### config.mk
export PLATFORM = sky130hd
export DESIGN_NAME = keypad_multitap_encoder
export DESIGN_NICKNAME = d
export VERILOG_FILES = /design/src/rtl/kme_pkg.sv /design/src/rtl/keypad_multitap_encoder.sv /design/src/rtl/kme_front.sv /design/src/rtl/kme_job_fifo.sv /design/src/rtl/kme_back.sv
export SDC_FILE = /design/constraint.sdc
export NUM_CORES = 1
export LEC_CHECK = 0
export BUFFER_PORTS_ARGS = -buffer_cell sky130_fd_sc_hd__clkbuf_2
export CORE_UTILIZATION = 45
export CTS_BUF_LIST = sky130_fd_sc_hd__clkbuf_16
export DETAILED_ROUTE_END_ITERATION = 16
export SYNTH_ARGS = -nofsm -noshare
export SYNTH_HDL_FRONTEND = slang
export SYNTH_SLANG_ARGS = --single-unit
### constraint.sdc
create_clock -name clk_i -period 4.25 [get_ports clk_i]
set_input_delay 0.6375 -clock clk_i [delete_from_list [all_inputs] [get_ports clk_i]]
set_output_delay 0.6375 -clock clk_i [all_outputs]
set_load 0.02 [all_outputs]
### src/rtl/kme_pkg.sv
// shared types, symbol constants and keypad decode functions for the multitap encoder
// used by every module of keypad_multitap_encoder; depends on nothing

package kme_pkg;

  localparam logic [7:0] SymHash  = 8'h23;  // '#'
  localparam logic [7:0] SymStar  = 8'h2A;  // '*'
  localparam logic [7:0] SymPause = 8'h7C;  // '|'
  localparam logic [7:0] SymZero  = 8'h30;  // '0'
  localparam logic [7:0] SymNone  = 8'h00;

  localparam logic [7:0] ChLowerA = 8'h61;
  localparam logic [7:0] ChLowerZ = 8'h7A;
  localparam logic [7:0] ChUpperA = 8'h41;
  localparam logic [7:0] ChUpperZ = 8'h5A;
  localparam logic [7:0] ChDigit0 = 8'h30;
  localparam logic [7:0] ChDigit9 = 8'h39;
  localparam logic [7:0] ChSpace  = 8'h20;

  typedef struct packed {
    logic [7:0] in_char;
    logic       start_req;
  } in_word_t;

  typedef struct packed {
    logic [7:0] symbol;
    logic       run_end;
  } out_word_t;

  // one classified character: optional '#' or '|' prefix, then cnt code symbols
  typedef struct packed {
    logic       pre_en;
    logic [7:0] pre_sym;
    logic [7:0] first_sym;
    logic [7:0] rest_sym;
    logic [2:0] cnt;
  } job_t;

  function automatic logic [7:0] key_of(input logic [4:0] off);
    logic [7:0] k;
    unique case (off) inside
      [5'd0:5'd2]:   k = 8'h32;
      [5'd3:5'd5]:   k = 8'h33;
      [5'd6:5'd8]:   k = 8'h34;
      [5'd9:5'd11]:  k = 8'h35;
      [5'd12:5'd14]: k = 8'h36;
      [5'd15:5'd18]: k = 8'h37;
      [5'd19:5'd21]: k = 8'h38;
      [5'd22:5'd25]: k = 8'h39;
      default:       k = SymNone;
    endcase
    return k;
  endfunction

  function automatic logic [2:0] taps_of(input logic [4:0] off);
    logic [2:0] t;
    unique case (off) inside
      5'd0, 5'd3, 5'd6, 5'd9, 5'd12, 5'd15, 5'd19, 5'd22: t = 3'd1;
      5'd1, 5'd4, 5'd7, 5'd10, 5'd13, 5'd16, 5'd20, 5'd23: t = 3'd2;
      5'd2, 5'd5, 5'd8, 5'd11, 5'd14, 5'd17, 5'd21, 5'd24: t = 3'd3;
      5'd18, 5'd25:                                       t = 3'd4;
      default:                                            t = 3'd0;
    endcase
    return t;
  endfunction

endpackage

### src/rtl/keypad_multitap_encoder.sv
// top level of the phone keypad multitap encoder
// depends on kme_pkg, kme_front, kme_job_fifo and kme_back

// One ASCII character is pushed per word and comes out as zero to five keypad
// symbols, one per cycle as long as the output is popped, with run_end set on the
// last symbol of each character. The front end classifies a character and updates
// the case flag and last-symbol state in the cycle it is accepted, so characters
// are taken back to back until the job queue (JobDepth entries) fills. The output
// side delivers one symbol per cycle unless pop holds it back. A character gives
// one or two symbols for a space (a space after a '0' gets a '|' first), two for
// a digit, one to five for a letter; characters outside letters, digits and space
// produce no word.

module keypad_multitap_encoder #(
  parameter int JobDepth = 2
) (
  input  logic               clk_i,
  input  logic               rst_ni,
  input  logic               push,
  output logic               full,
  input  kme_pkg::in_word_t  in_word_i,
  output logic               empty,
  input  logic               pop,
  output kme_pkg::out_word_t out_word_o
);

  logic          accept;
  logic          job_valid;
  kme_pkg::job_t job_in, job_head;
  logic          job_empty, job_rd;

  assign accept = push && !full;

  kme_front u_front (
    .clk_i       (clk_i),
    .rst_ni      (rst_ni),
    .accept_i    (accept),
    .in_word_i   (in_word_i),
    .job_valid_o (job_valid),
    .job_o       (job_in)
  );

  kme_job_fifo #(
    .Depth (JobDepth)
  ) u_job_fifo (
    .clk_i     (clk_i),
    .rst_ni    (rst_ni),
    .wr_i      (job_valid),
    .wr_data_i (job_in),
    .full_o    (full),
    .rd_i      (job_rd),
    .empty_o   (job_empty),
    .rd_data_o (job_head)
  );

  kme_back u_back (
    .clk_i       (clk_i),
    .rst_ni      (rst_ni),
    .job_empty_i (job_empty),
    .job_i       (job_head),
    .job_rd_o    (job_rd),
    .empty_o     (empty),
    .pop_i       (pop),
    .out_word_o  (out_word_o)
  );

endmodule

### src/rtl/kme_front.sv
// front end: accepts characters, classifies them and keeps case flag and last symbol
// depends on kme_pkg

module kme_front (
  input  logic            clk_i,
  input  logic            rst_ni,
  input  logic            accept_i,
  input  kme_pkg::in_word_t in_word_i,
  output logic            job_valid_o,
  output kme_pkg::job_t   job_o
);

  logic       upper_q, upper_d;
  logic [7:0] last_q, last_d;

  logic       eff_upper;
  logic [7:0] eff_last;
  logic [7:0] ch;
  logic       is_lower, is_upper, is_letter, is_digit, is_space, is_code;
  logic [4:0] off;
  logic       case_sw;
  logic       pause;
  logic [7:0] first_sym, rest_sym, final_sym;
  logic [2:0] cnt;
  logic [7:0] diff_lo, diff_up;

  always_comb begin
    ch        = in_word_i.in_char;
    eff_upper = in_word_i.start_req ? 1'b0 : upper_q;
    eff_last  = in_word_i.start_req ? kme_pkg::SymNone : last_q;

    is_lower  = (ch >= kme_pkg::ChLowerA) && (ch <= kme_pkg::ChLowerZ);
    is_upper  = (ch >= kme_pkg::ChUpperA) && (ch <= kme_pkg::ChUpperZ);
    is_digit  = (ch >= kme_pkg::ChDigit0) && (ch <= kme_pkg::ChDigit9);
    is_space  = (ch == kme_pkg::ChSpace);
    is_letter = is_lower || is_upper;
    is_code   = is_letter || is_digit || is_space;

    diff_lo = ch - kme_pkg::ChLowerA;
    diff_up = ch - kme_pkg::ChUpperA;
    off     = is_lower ? diff_lo[4:0] : diff_up[4:0];

    case_sw = (is_lower && eff_upper) || (is_upper && !eff_upper);

    if (is_letter) begin
      first_sym = kme_pkg::key_of(off);
      rest_sym  = first_sym;
      cnt       = kme_pkg::taps_of(off);
    end else if (is_digit) begin
      first_sym = kme_pkg::SymStar;
      rest_sym  = ch;
      cnt       = 3'd2;
    end else begin
      first_sym = kme_pkg::SymZero;
      rest_sym  = kme_pkg::SymZero;
      cnt       = 3'd1;
    end
    final_sym = (cnt > 3'd1) ? rest_sym : first_sym;

    // after a '#' no code can repeat the last symbol
    pause = !case_sw && (eff_last != kme_pkg::SymNone) && (first_sym == eff_last);

    upper_d = is_letter ? is_upper : eff_upper;
    last_d  = is_code ? final_sym : eff_last;

    job_valid_o     = accept_i && is_code;
    job_o.pre_en    = case_sw || pause;
    job_o.pre_sym   = case_sw ? kme_pkg::SymHash : kme_pkg::SymPause;
    job_o.first_sym = first_sym;
    job_o.rest_sym  = rest_sym;
    job_o.cnt       = cnt;
  end

  always_ff @(posedge clk_i or negedge rst_ni) begin
    if (!rst_ni) begin
      upper_q <= 1'b0;
      last_q  <= kme_pkg::SymNone;
    end else if (accept_i) begin
      upper_q <= upper_d;
      last_q  <= last_d;
    end
  end

endmodule

### src/rtl/kme_job_fifo.sv
// small queue of classified jobs between front end and symbol sequencer
// depends on kme_pkg

module kme_job_fifo #(
  parameter int Depth = 2
) (
  input  logic          clk_i,
  input  logic          rst_ni,
  input  logic          wr_i,
  input  kme_pkg::job_t wr_data_i,
  output logic          full_o,
  input  logic          rd_i,
  output logic          empty_o,
  output kme_pkg::job_t rd_data_o
);

  localparam int PtrW = (Depth > 1) ? $clog2(Depth) : 1;
  localparam int CntW = $clog2(Depth + 1);
  localparam logic [PtrW-1:0] LastPtr = PtrW'(Depth - 1);
  localparam logic [CntW-1:0] DepthCnt = CntW'(Depth);

  kme_pkg::job_t   mem_q [Depth];
  logic [PtrW-1:0] wr_ptr_q, rd_ptr_q;
  logic [CntW-1:0] cnt_q;
  logic            do_wr, do_rd;

  assign full_o    = (cnt_q == DepthCnt);
  assign empty_o   = (cnt_q == '0);
  assign rd_data_o = mem_q[rd_ptr_q];
  assign do_wr     = wr_i && !full_o;
  assign do_rd     = rd_i && !empty_o;

  always_ff @(posedge clk_i) begin
    if (do_wr) begin
      mem_q[wr_ptr_q] <= wr_data_i;
    end
  end

  always_ff @(posedge clk_i or negedge rst_ni) begin
    if (!rst_ni) begin
      wr_ptr_q <= '0;
      rd_ptr_q <= '0;
      cnt_q    <= '0;
    end else begin
      if (do_wr) begin
        wr_ptr_q <= (wr_ptr_q == LastPtr) ? '0 : wr_ptr_q + 1'b1;
      end
      if (do_rd) begin
        rd_ptr_q <= (rd_ptr_q == LastPtr) ? '0 : rd_ptr_q + 1'b1;
      end
      if (do_wr && !do_rd) begin
        cnt_q <= cnt_q + 1'b1;
      end else if (do_rd && !do_wr) begin
        cnt_q <= cnt_q - 1'b1;
      end
    end
  end

endmodule

### src/rtl/kme_back.sv
// back end: steps one job a symbol per cycle into out_q unless pop stalls it
// depends on kme_pkg

module kme_back (
  input  logic               clk_i,
  input  logic               rst_ni,
  input  logic               job_empty_i,
  input  kme_pkg::job_t      job_i,
  output logic               job_rd_o,
  output logic               empty_o,
  input  logic               pop_i,
  output kme_pkg::out_word_t out_word_o
);

  logic [2:0]         step_q, step_d;
  logic               out_valid_q, out_valid_d;
  kme_pkg::out_word_t out_q, out_d;
  logic [2:0]         total;
  logic               advance, emit, last;

  always_comb begin
    total   = job_i.cnt + {2'b00, job_i.pre_en};
    advance = !out_valid_q || pop_i;
    emit    = advance && !job_empty_i;
    last    = (step_q == total - 3'd1);

    if (job_i.pre_en && step_q == 3'd0) begin
      out_d.symbol = job_i.pre_sym;
    end else if ((job_i.pre_en && step_q == 3'd1) || (!job_i.pre_en && step_q == 3'd0)) begin
      out_d.symbol = job_i.first_sym;
    end else begin
      out_d.symbol = job_i.rest_sym;
    end
    out_d.run_end = last;

    step_d      = emit ? (last ? 3'd0 : step_q + 3'd1) : step_q;
    out_valid_d = emit ? 1'b1 : (advance ? 1'b0 : out_valid_q);
    job_rd_o    = emit && last;
  end

  assign empty_o    = !out_valid_q;
  assign out_word_o = out_q;

  always_ff @(posedge clk_i) begin
    if (emit) begin
      out_q <= out_d;
    end
  end

  always_ff @(posedge clk_i or negedge rst_ni) begin
    if (!rst_ni) begin
      step_q      <= 3'd0;
      out_valid_q <= 1'b0;
    end else begin
      step_q      <= step_d;
      out_valid_q <= out_valid_d;
    end
  end

endmodule
==> results.ini, run 1 <==
[timing]
post-route-period-util = 0.821
min_period_ns = 3.49
worstMarginPinSlew_ns = 0.982
rsz0062_at_grt = no
max_slew_margin = 0.341
fin_skew_ns = 0.00937
drv_slew = 0
fmaxAchievable_mhz = 287
setup_viol = 0
finalHoldViolations = 0
tns_ns = 0

[final_layout]
layout.cells.most_common = edfxtp_1
area_growth_syn_to_layout_pct = 13.3
diodes = 0
final_cell_mix = 49 x edfxtp_1, 23 x nand2_1, 23 x nor2_1, 23 x clkbuf_2
post-route-cell-area_mm2 = 0.00433
drive_gt1_frac = 0.213
fin_nets = 385

[clock_network]
ctsResizeCount = 0
cts_tree = built
cts_root_buf = clkbuf_16
postCtsHoldBufs = 0
cts_setup_buffers = 0
htree_levels = 3
cts.sinks = 66
cts_buffer_depth = 2
clk_latency_ns = 0.32
cts_inserted_buffers = 9
clkTransAtPathRegs_ns = 0.05

[run_status]
status = finished, final reports clean

[place]
gp_congestion = 0.894
postPlaceCellArea_mm2 = 0.00405
port_buffers = 23
dp_hpwl_um = 5720

[route]
ant_nets = 0
vias_per_cell = 5.60
vias = 2636
drt_iter0_markers = 123
drtPass1Iterations = 5
wl_um = 7900
wl_per_cell_um = 16.8
drc = 0

[logic_synthesis]
synth_top_family_by_area = simple AND/OR/NAND/NOR gates
synth_edf_count = 49
synth.ff_latch_count = 66
synthFlopType = edfxtp_1
syn_area_mm2 = 0.00382
synthSimpleGateAreaFrac = 0.162
ys_async_sr_fraction = 0.258
ys_seq_area_frac = 0.497
synth-compound-area-share = 0.151
yosysWarnings = 0
synthXorXnorAreaFrac = 0.0426
yosysUniqueCellTypes = 72
synthMuxAreaShare = 0.0714
synthAdderAreaFrac = 0.0360
syn_inst = 331
syn_area_per_cell_um2 = 11.5

[pwr]
combPwrFrac = 0.325
p_per_area_mw_per_mm2 = 544
p_sw_frac = 0.322
p_leak_nw = 1.73
p_switching_w = 0.000758
power_frac_seq = 0.392
intPower_w = 0.00160
p_clk_frac = 0.283
peakVddDrop_v = 0.000244

[global_route]
grt_pass1_wl_um = 12900
first_global_vias = 2577
grt_overflow_total = 0
grt_max_degree = 21
antenna_found_initial = 0
grt_usage = 0.195

[setup_path]
cp-startpoint = in_word_i[2]
cp_max_fo = 13
path_class = in -> reg
critPathLaunchType = primary input
critPathCaptureType = register
r2r_start = u_job_fifo.rd_ptr_q$_DFFE_PN0P_
required_ns = 4.32
crit_arrival_ns = 3.56

[floorplanning]
core-area_mm2 = 0.00822
rows = 33
die_h_um = 94.1
die_x_um = 94.1
floorplan.initialDensity = 0.465
die_area_mm2 = 0.00886
ios = 24

[run]
cap_violations = 0

[hold_path]
hold_class = in -> async

[layout make-up]
cell class	instances	area [µm²]
clock buffer	10	250
clock inverter	6	25.0
fill	739	3890
inverter	15	56.3
multi-input combinational	237	1790
sequential	66	1900
tap	105	131
timing repair buffer	32	183
[per-layer routing]
| layer | GRT usage | wire, µm |
|---|---|---|
| met1 | 0.248 | 3660 |
| met2 | 0.327 | 3920 |
| met3 | 0.0477 | 243 |
| met4 | 0.0615 | 76 |
| met5 | 0 | 0 |
[sequential cells by signal (all words and copies together), names as in the netlist]
name	flops
u_back.out_valid_q	1
u_back.out_word_o	9
u_back.step_q	3
u_front.last_q	8
u_front.upper_q	1
u_job_fifo.cnt_q	2
u_job_fifo.mem_q	40
u_job_fifo.rd_ptr_q	1
u_job_fifo.wr_ptr_q	1
[synthesized netlist by cell type, types with 2 or more instances]
library cell,number,area (µm²)
ha_1,11,138
xor2_2,2,32.5
o21bai_1,2,15.0
nand2_1,23,86.3
a31oi_1,4,25.0
a22o_1,4,35.0
mux4_2,6,135
xor2_1,4,35.0
o211ai_1,2,15.0
inv_1,15,56.3
a21o_1,6,45.0
buf_2,5,25.0
o31ai_1,3,22.5
mux2_2,6,67.6
nor4b_1,3,26.3
clkbuf_1,7,26.3
and3_1,2,12.5
xnor2_1,9,78.8
dfrtp_1,17,425
nand2b_1,6,37.5
nor3_1,10,50.1
o32a_1,2,20.0
o21ai_0,15,75.1
o22ai_1,2,12.5
nand3_1,3,15.0
nor2_1,23,86.3
nand4_1,3,18.8
edfxtp_1,49,1470
a21oi_1,17,85.1
o211ai_2,2,25.0
a22oi_1,3,22.5
or2_2,2,12.5
mux2i_1,7,70.1
o221ai_1,2,17.5
or3b_1,2,17.5
nor2b_1,9,56.3
and2_1,4,25.0
buf_6,3,33.8
or3_1,3,18.8
[worst paths after layout]
check / to / slack (ns) / cells past startpoint
min: u_back.out_valid_q$_DFFE_PN0P_ / 0.27 / 1
max in group asynchronous: u_front.last_q[2]$_DFFE_PN0P_ / 3.65 / 1
max reg2reg: u_job_fifo.cnt_q[1]$_DFFE_PN0P_ / 1.38 / 12
min in group clk_i: u_back.out_valid_q$_DFFE_PN0P_ / 0.50 / 2
max: u_job_fifo.mem_q[0][26]$_DFFE_PP_ / 0.76 / 10
min reg2reg: u_back.out_valid_q$_DFFE_PN0P_ / 0.50 / 2
[power groups by stage]
stage	sequential, W	combinational (W)	clock, W
4_1_cts	0.000924	0.000771	0.000682
3_3_place_gp	0.000930	0.000764	0
3_5_place_dp	0.000936	0.000767	0
5_1_grt	0.000937	0.000851	0.000703
6_report	0.000922	0.000765	0.000667
2_1_floorplan	0.000975	0.000525	0
[cell families after synthesis]
group / after synthesis
other: 1
adders and majority gates: 11
and+or+nand+nor: 108
buffers and inverters: 31
muxes: 19
DFF: 66
AOI/OAI and AO/OA: 79
xor gates and xnor gates: 16
[per-stage QoR]
| stage | instances | worst slack [ns] | util | total power, W | hold slack, ns |
|---|---|---|---|---|---|
| floorplan | 334 | 0.433 | - | 0.00150 | 0.342 |
| global route | 471 | 0.536 | 0.527 | 0.00249 | 0.286 |
| finish | 471 | 0.762 | 0.527 | 0.00235 | 0.267 |
| CTS | 471 | 0.791 | 0.527 | 0.00238 | 0.268 |
| detailed placement | 455 | 0.456 | 0.493 | 0.00170 | 0.494 |
| global placement | 455 | 0.556 | 0.493 | 0.00169 | 0.482 |
[worst max-delay path, cell delays in order]
cell and delay, ns:
clkbuf_2 0.20, inv_1 0.15, ha_1 0.49, nor3b_4 0.34, xor2_2 0.40, o211ai_2 0.28, a31oi_1 0.48, nor4b_1 0.11
a211o_1 0.25, o211a_1 0.22
(Power assumes the default switching activity.)
==> inputs of run 2 (changes only) <==
ABC_AREA = 1   (was default)
clock period = 3.4 ns   (was 4.25 ns; I/O delays follow)
==> results.ini, run 2 <==
[final_layout]
multi_input_area_mm2 = 0.00176
drive_gt1_frac = 0.178
final_cells = 598
fin_nets = 512
regArea_mm2 = 0.00190
max_flop_register = u_job_fifo.mem_q
layout.cells.most_common = nand2_1
final_cell_mix = 114 x nand2_1, 50 x inv_1, 49 x edfxtp_1
nFillCells = 776
diodes = 0
area_growth_syn_to_layout_pct = 13.3
post-route-cell-area_mm2 = 0.00447
largest_reg_flops = 40

[logic_synthesis]
post-synth-top-count-cell = nand2_1
synth_largest_area_cell = edfxtp_1
synth_common_cells = 114 x nand2_1, 50 x inv_1, 49 x edfxtp_1
syn_inst = 456
ys_async_sr_fraction = 0.258
syn_area_mm2 = 0.00395
synth_edf_count = 49
synthFlopType = edfxtp_1
syn_area_per_cell_um2 = 8.65
synth.ff_latch_count = 66
synth_area_leaders = edfxtp_1 37%, nand2_1 11%, dfrtp_1 11%, inv_1 4.8%, nand3_1 4.4%
yosysUniqueCellTypes = 41
ys_seq_area_frac = 0.481
yosysWarnings = 0
synth_top_area_share = 0.373

[timing]
finalHoldViolations = 0
min_period_ns = 2.73
max_slew_margin = 0.530
post-route-period-util = 0.802
setup_viol = 0
whs_ns = 0.108
drv_slew = 0
rsz0062_at_grt = no
fmaxAchievable_mhz = 367
tns_ns = 0
worstMarginPinSlew_ns = 0.703
fin_skew_ns = 0.00768

[setup_path]
critPathCaptureType = register
critPathLaunchType = register
cp_max_fo = 10
required_ns = 3.60
crit_arrival_ns = 2.93
rr_worst_depth = 15
regToRegEndpoint = u_job_fifo.cnt_q[1]$_DFFE_PN0P_
path_class = reg -> reg
ff2ff_setup_slack_ns = 0.67
r2r_start = u_job_fifo.rd_ptr_q$_DFFE_PN0P_

[clock_network]
cts.sinks = 66
cts_root_buf = clkbuf_16
cts_inserted_buffers = 9
cts_buffer_depth = 2
clkTransAtPathRegs_ns = 0.06
htree_levels = 3
clk_latency_ns = 0.33
ctsResizeCount = 0
postCtsHoldBufs = 0
cts_setup_buffers = 0
cts_tree = built

[route]
wl_per_cell_um = 14.1
ant_nets = 0
drc = 0
wl_um = 8440
vias = 3085
drt_iter0_markers = 152
vias_per_cell = 5.16
drtPass1Iterations = 4

[floorplanning]
die_x_um = 95.6
die_area_mm2 = 0.00915
die_h_um = 95.6
ios = 24
floorplan.initialDensity = 0.473
rows = 33
core-area_mm2 = 0.00834

[run]
cap_violations = 0

[global_route]
first_global_vias = 2912
grt_usage = 0.208
grt_overflow_total = 0
grt_pass1_wl_um = 14200
grt_max_degree = 22
antenna_found_initial = 0

[pwr]
p_sw_frac = 0.367
p_leak_nw = 2.03
intPower_w = 0.00216
p_per_area_mw_per_mm2 = 762
peakVddDrop_v = 0.000285
combPwrFrac = 0.372
power_frac_seq = 0.365
p_switching_w = 0.00125
p_clk_frac = 0.263

[place]
port_buffers = 23
dp_cells = 582
postPlaceCellArea_mm2 = 0.00418
gp_congestion = 0.899
dp_hpwl_um = 6390

[hold_path]
hold_class = in -> async

[run_status]
status = finished, final reports clean

==> run 2: layout make-up <==
| class | count | area share |
|---|---|---|
| clock buffers | 9 | 0.0504 |
| clock inverters | 7 | 0.0154 |
| inverters | 57 | 0.0479 |
| multi-input cells | 323 | 0.394 |
| flip-flops and latches | 66 | 0.424 |
| well taps | 105 | 0.0294 |
| repair buffers | 31 | 0.0392 |
==> run 2: worst max path at each step <==
stage | from | to
after floorplan | in_word_i[1] | u_job_fifo.mem_q[0][0]$_DFFE_PP_
after global placement | in_word_i[1] | u_job_fifo.cnt_q[1]$_DFFE_PN0P_
after detailed placement | in_word_i[1] | u_job_fifo.mem_q[1][26]$_DFFE_PP_
after CTS | u_job_fifo.rd_ptr_q$_DFFE_PN0P_ | u_job_fifo.cnt_q[1]$_DFFE_PN0P_
after global routing | u_job_fifo.rd_ptr_q$_DFFE_PN0P_ | u_job_fifo.cnt_q[1]$_DFFE_PN0P_
final | u_job_fifo.rd_ptr_q$_DFFE_PN0P_ | u_job_fifo.cnt_q[1]$_DFFE_PN0P_
==> run 2: worst max-delay path, cell delays in order (launching register included) <==
cell     delay, ns
dfrtp_1       0.52
inv_1         0.13
nand2_1       0.06
nand2_1       0.11
inv_2         0.06
ha_1          0.19
ha_1          0.19
xnor2_1       0.18
xor2_1        0.16
nand2_1       0.11
inv_1         0.09
nand2_1       0.11
ha_1          0.35
a21oi_1       0.11
o21ai_0       0.11
xor2_1        0.15
==> run 2: layer usage <==
layer / wire [µm] / GRT usage
met2: 4260 / 0.361
met5: 0 / 0
met1: 3830 / 0.261
met3: 230 / 0.0287
met4: 127 / 0.0833
==> run 2: cells by family (layout without fill, tap and decap cells) <==
kind of cell / count (synthesis) / count (layout) / synth area share
simple gates: 228 / 228 / 0.278
fa+ha+maj: 11 / 11 / 0.0349
compound gates: 69 / 69 / 0.103
buf+inv: 70 / 104 / 0.0764
mux: 4 / 4 / 0.0101
flops: 66 / 66 / 0.481
other cells: 1 / 4 / 0.000950
xor+xnor: 7 / 7 / 0.0155
==> run 2: per-stage QoR <==
stage,power [W],util,setup WS (ns)
floorplan,0.00220,-,0.185
global placement,0.00252,0.501,0.444
detailed placement,0.00254,0.501,0.387
CTS,0.00344,0.536,0.655
global route,0.00367,0.536,0.333
finish,0.00341,0.536,0.674
==> run 2: power groups by stage <==
stage               Sequential (W)  Clock [W]  Combinational [W]
finish                     0.00124   0.000896            0.00127
global route               0.00127   0.000948            0.00145
CTS                        0.00125   0.000915            0.00128
detailed placement         0.00126          0            0.00128
global placement           0.00125          0            0.00126
floorplan                  0.00130          0           0.000897
==> inputs of run 3 (changes only) <==
clock period = 2.56 ns   (was 3.4 ns; I/O delays follow)
==> results.ini, run 3 (same netlist as run 2, synthesis figures left out) <==
[pwr]
combPwrFrac = 0.392
p_sw_frac = 0.354
p_per_area_mw_per_mm2 = 996
p_leak_nw = 2.23
p_switching_w = 0.00172
power_w = 0.00484
peakVddDrop_v = 0.000422
power_frac_seq = 0.341
p_clk_frac = 0.267
intPower_w = 0.00313

[global_route]
grt_usage = 0.215
antenna_found_initial = 0
grt_overflow_total = 0
grt_pass1_wl_um = 14800
first_global_vias = 3140
grt_max_degree = 21

[final_layout]
nFillCells = 741
diodes = 0
final_cell_mix = 112 x nand2_1, 49 x edfxtp_1, 48 x inv_1
max_flop_register = u_job_fifo.mem_q
area_growth_syn_to_layout_pct = 23.2
drive_gt1_frac = 0.254
layout.cells.most_common = nand2_1
post-route-cell-area_mm2 = 0.00486
fin_nets = 550
largest_reg_flops = 40

[clock_network]
cts_tree = built
cts_root_buf = clkbuf_16
cts_inserted_buffers = 9
cts.sinks = 66
clkTransAtPathRegs_ns = 0.06
htree_levels = 3
cts_buffer_depth = 2
clk_latency_ns = 0.32

[place]
port_buffers = 23
gp_congestion = 0.903
postPlaceCellArea_mm2 = 0.00449
dp_hpwl_um = 6640

[timing]
drv_slew = 0
fmaxAchievable_mhz = 426
rsz0062_at_grt = no
fin_skew_ns = 0.00797
setup_viol = 0
whs_ns = 0.422
finalHoldViolations = 0
min_period_ns = 2.35
post-route-period-util = 0.917

[setup_path]
critPathLaunchType = register
slowest_stage = dfrtp_2
critPathCaptureType = register
slowest_delay_ns = 0.44
cp_cell_sequence = inv_2, nand2_1, nand2_2, inv_2, ha_1, or2_2, a21oi_1, nand2_1, inv_2, nand2_2, ha_4, a21oi_2, o21ai_1, xor2_1
required_ns = 2.76
cp_max_fo = 5
crit_top_cell = inv_2
crit_arrival_ns = 2.55
path_class = reg -> reg

[route]
drc = 0
dr_wl_met3_um = 169
vias_per_cell = 5.08
wl_met1_um = 3820
drt_iter0_markers = 164
wl_um = 8670
drtPass1Iterations = 4
highest_layer = met4
ant_nets = 0
dr_wl_met2_um = 4540
vias = 3230
wl_per_cell_um = 13.6

[floorplanning]
die_area_mm2 = 0.00915
rows = 33
ios = 24
core-area_mm2 = 0.00834
die_h_um = 95.6
floorplan.initialDensity = 0.473
die_x_um = 95.6

[run]
cap_violations = 0

[run_status]
status = finished, final reports clean

[hold_path]
hold_class = in -> reg

==> run 3: path summary, 6_finish.rpt <==
| check | startpoint | cells after the start | end | slack [ns] |
|---|---|---|---|---|
| max | u_job_fifo.rd_ptr_q$_DFFE_PN0P_ | 14 | u_job_fifo.cnt_q[1]$_DFFE_PN0P_ | 0.21 |
| max reg2reg | u_job_fifo.rd_ptr_q$_DFFE_PN0P_ | 14 | u_job_fifo.cnt_q[1]$_DFFE_PN0P_ | 0.21 |
| min | pop | 3 | u_back.out_valid_q$_DFFE_PN0P_ | 0.42 |
| min in group asynchronous | rst_ni | 2 | u_front.last_q[6]$_DFFE_PN0P_ | 0.54 |
| min reg2reg | u_front.last_q[1]$_DFFE_PN0P_ | 2 | u_front.last_q[1]$_DFFE_PN0P_ | 0.50 |
| max in group asynchronous | rst_ni | 2 | u_job_fifo.rd_ptr_q$_DFFE_PN0P_ | 1.69 |
==> run 3: metal layers <==
layer  track usage  up-vias
met3        0.0295        8
met4        0.0970        0
li1              -     1671
met2         0.382       43
met5             0        -
met1         0.258     1508
==> run 3: final cells by class <==
cell class / count / area [µm²] / share of cell area
inverter: 57 / 214 / 0.0440
tap: 105 / 131 / 0.0270
timing repair buffer: 69 / 504 / 0.104
clock buffer: 9 / 225 / 0.0463
multi-input combinational: 323 / 1790 / 0.369
sequential: 66 / 1900 / 0.390
clock inverter: 7 / 93.8 / 0.0193
==> run 3: what timing repair did <==
item,4_1_cts,5_1_grt
buffers inserted,0,1
endpoints found under the setup margin,1,1
pin swaps,1,1
resized for setup,1,10
hold buffers,1,0
hold endpoints to repair,17,0
==> run 3: metrics by stage <==
step / std cells / setup slack, ns / util / setup TNS (ns)
CTS: 635 / 0.0197 / 0.578 / 0
global route: 636 / 0.0127 / 0.583 / 0
global placement: 618 / 0.0334 / 0.538 / 0
floorplan: 459 / -0.221 / - / -8.52
detailed placement: 618 / 0.00572 / 0.538 / 0
finish: 636 / 0.213 / 0.583 / 0
==> run 3: power by group through the flow <==
stage	registers, W	logic, W	clock network [W]
after global placement	0.00165	0.00181	0
final	0.00165	0.00190	0.00129
after floorplan	0.00173	0.00121	0
after global routing	0.00169	0.00215	0.00137
after CTS	0.00165	0.00186	0.00132
after detailed placement	0.00166	0.00184	0
==> run 3: critical path, delay by kind of cell, from the launching register on <==
family	cells	cell delay, ns
AOI/OAI and AO/OA	3	0.30
DFF	1	0.44
and+or+nand+nor	5	0.60
buffers and inverters	3	0.18
xor gates and xnor gates	1	0.14
adders and majority gates	2	0.55
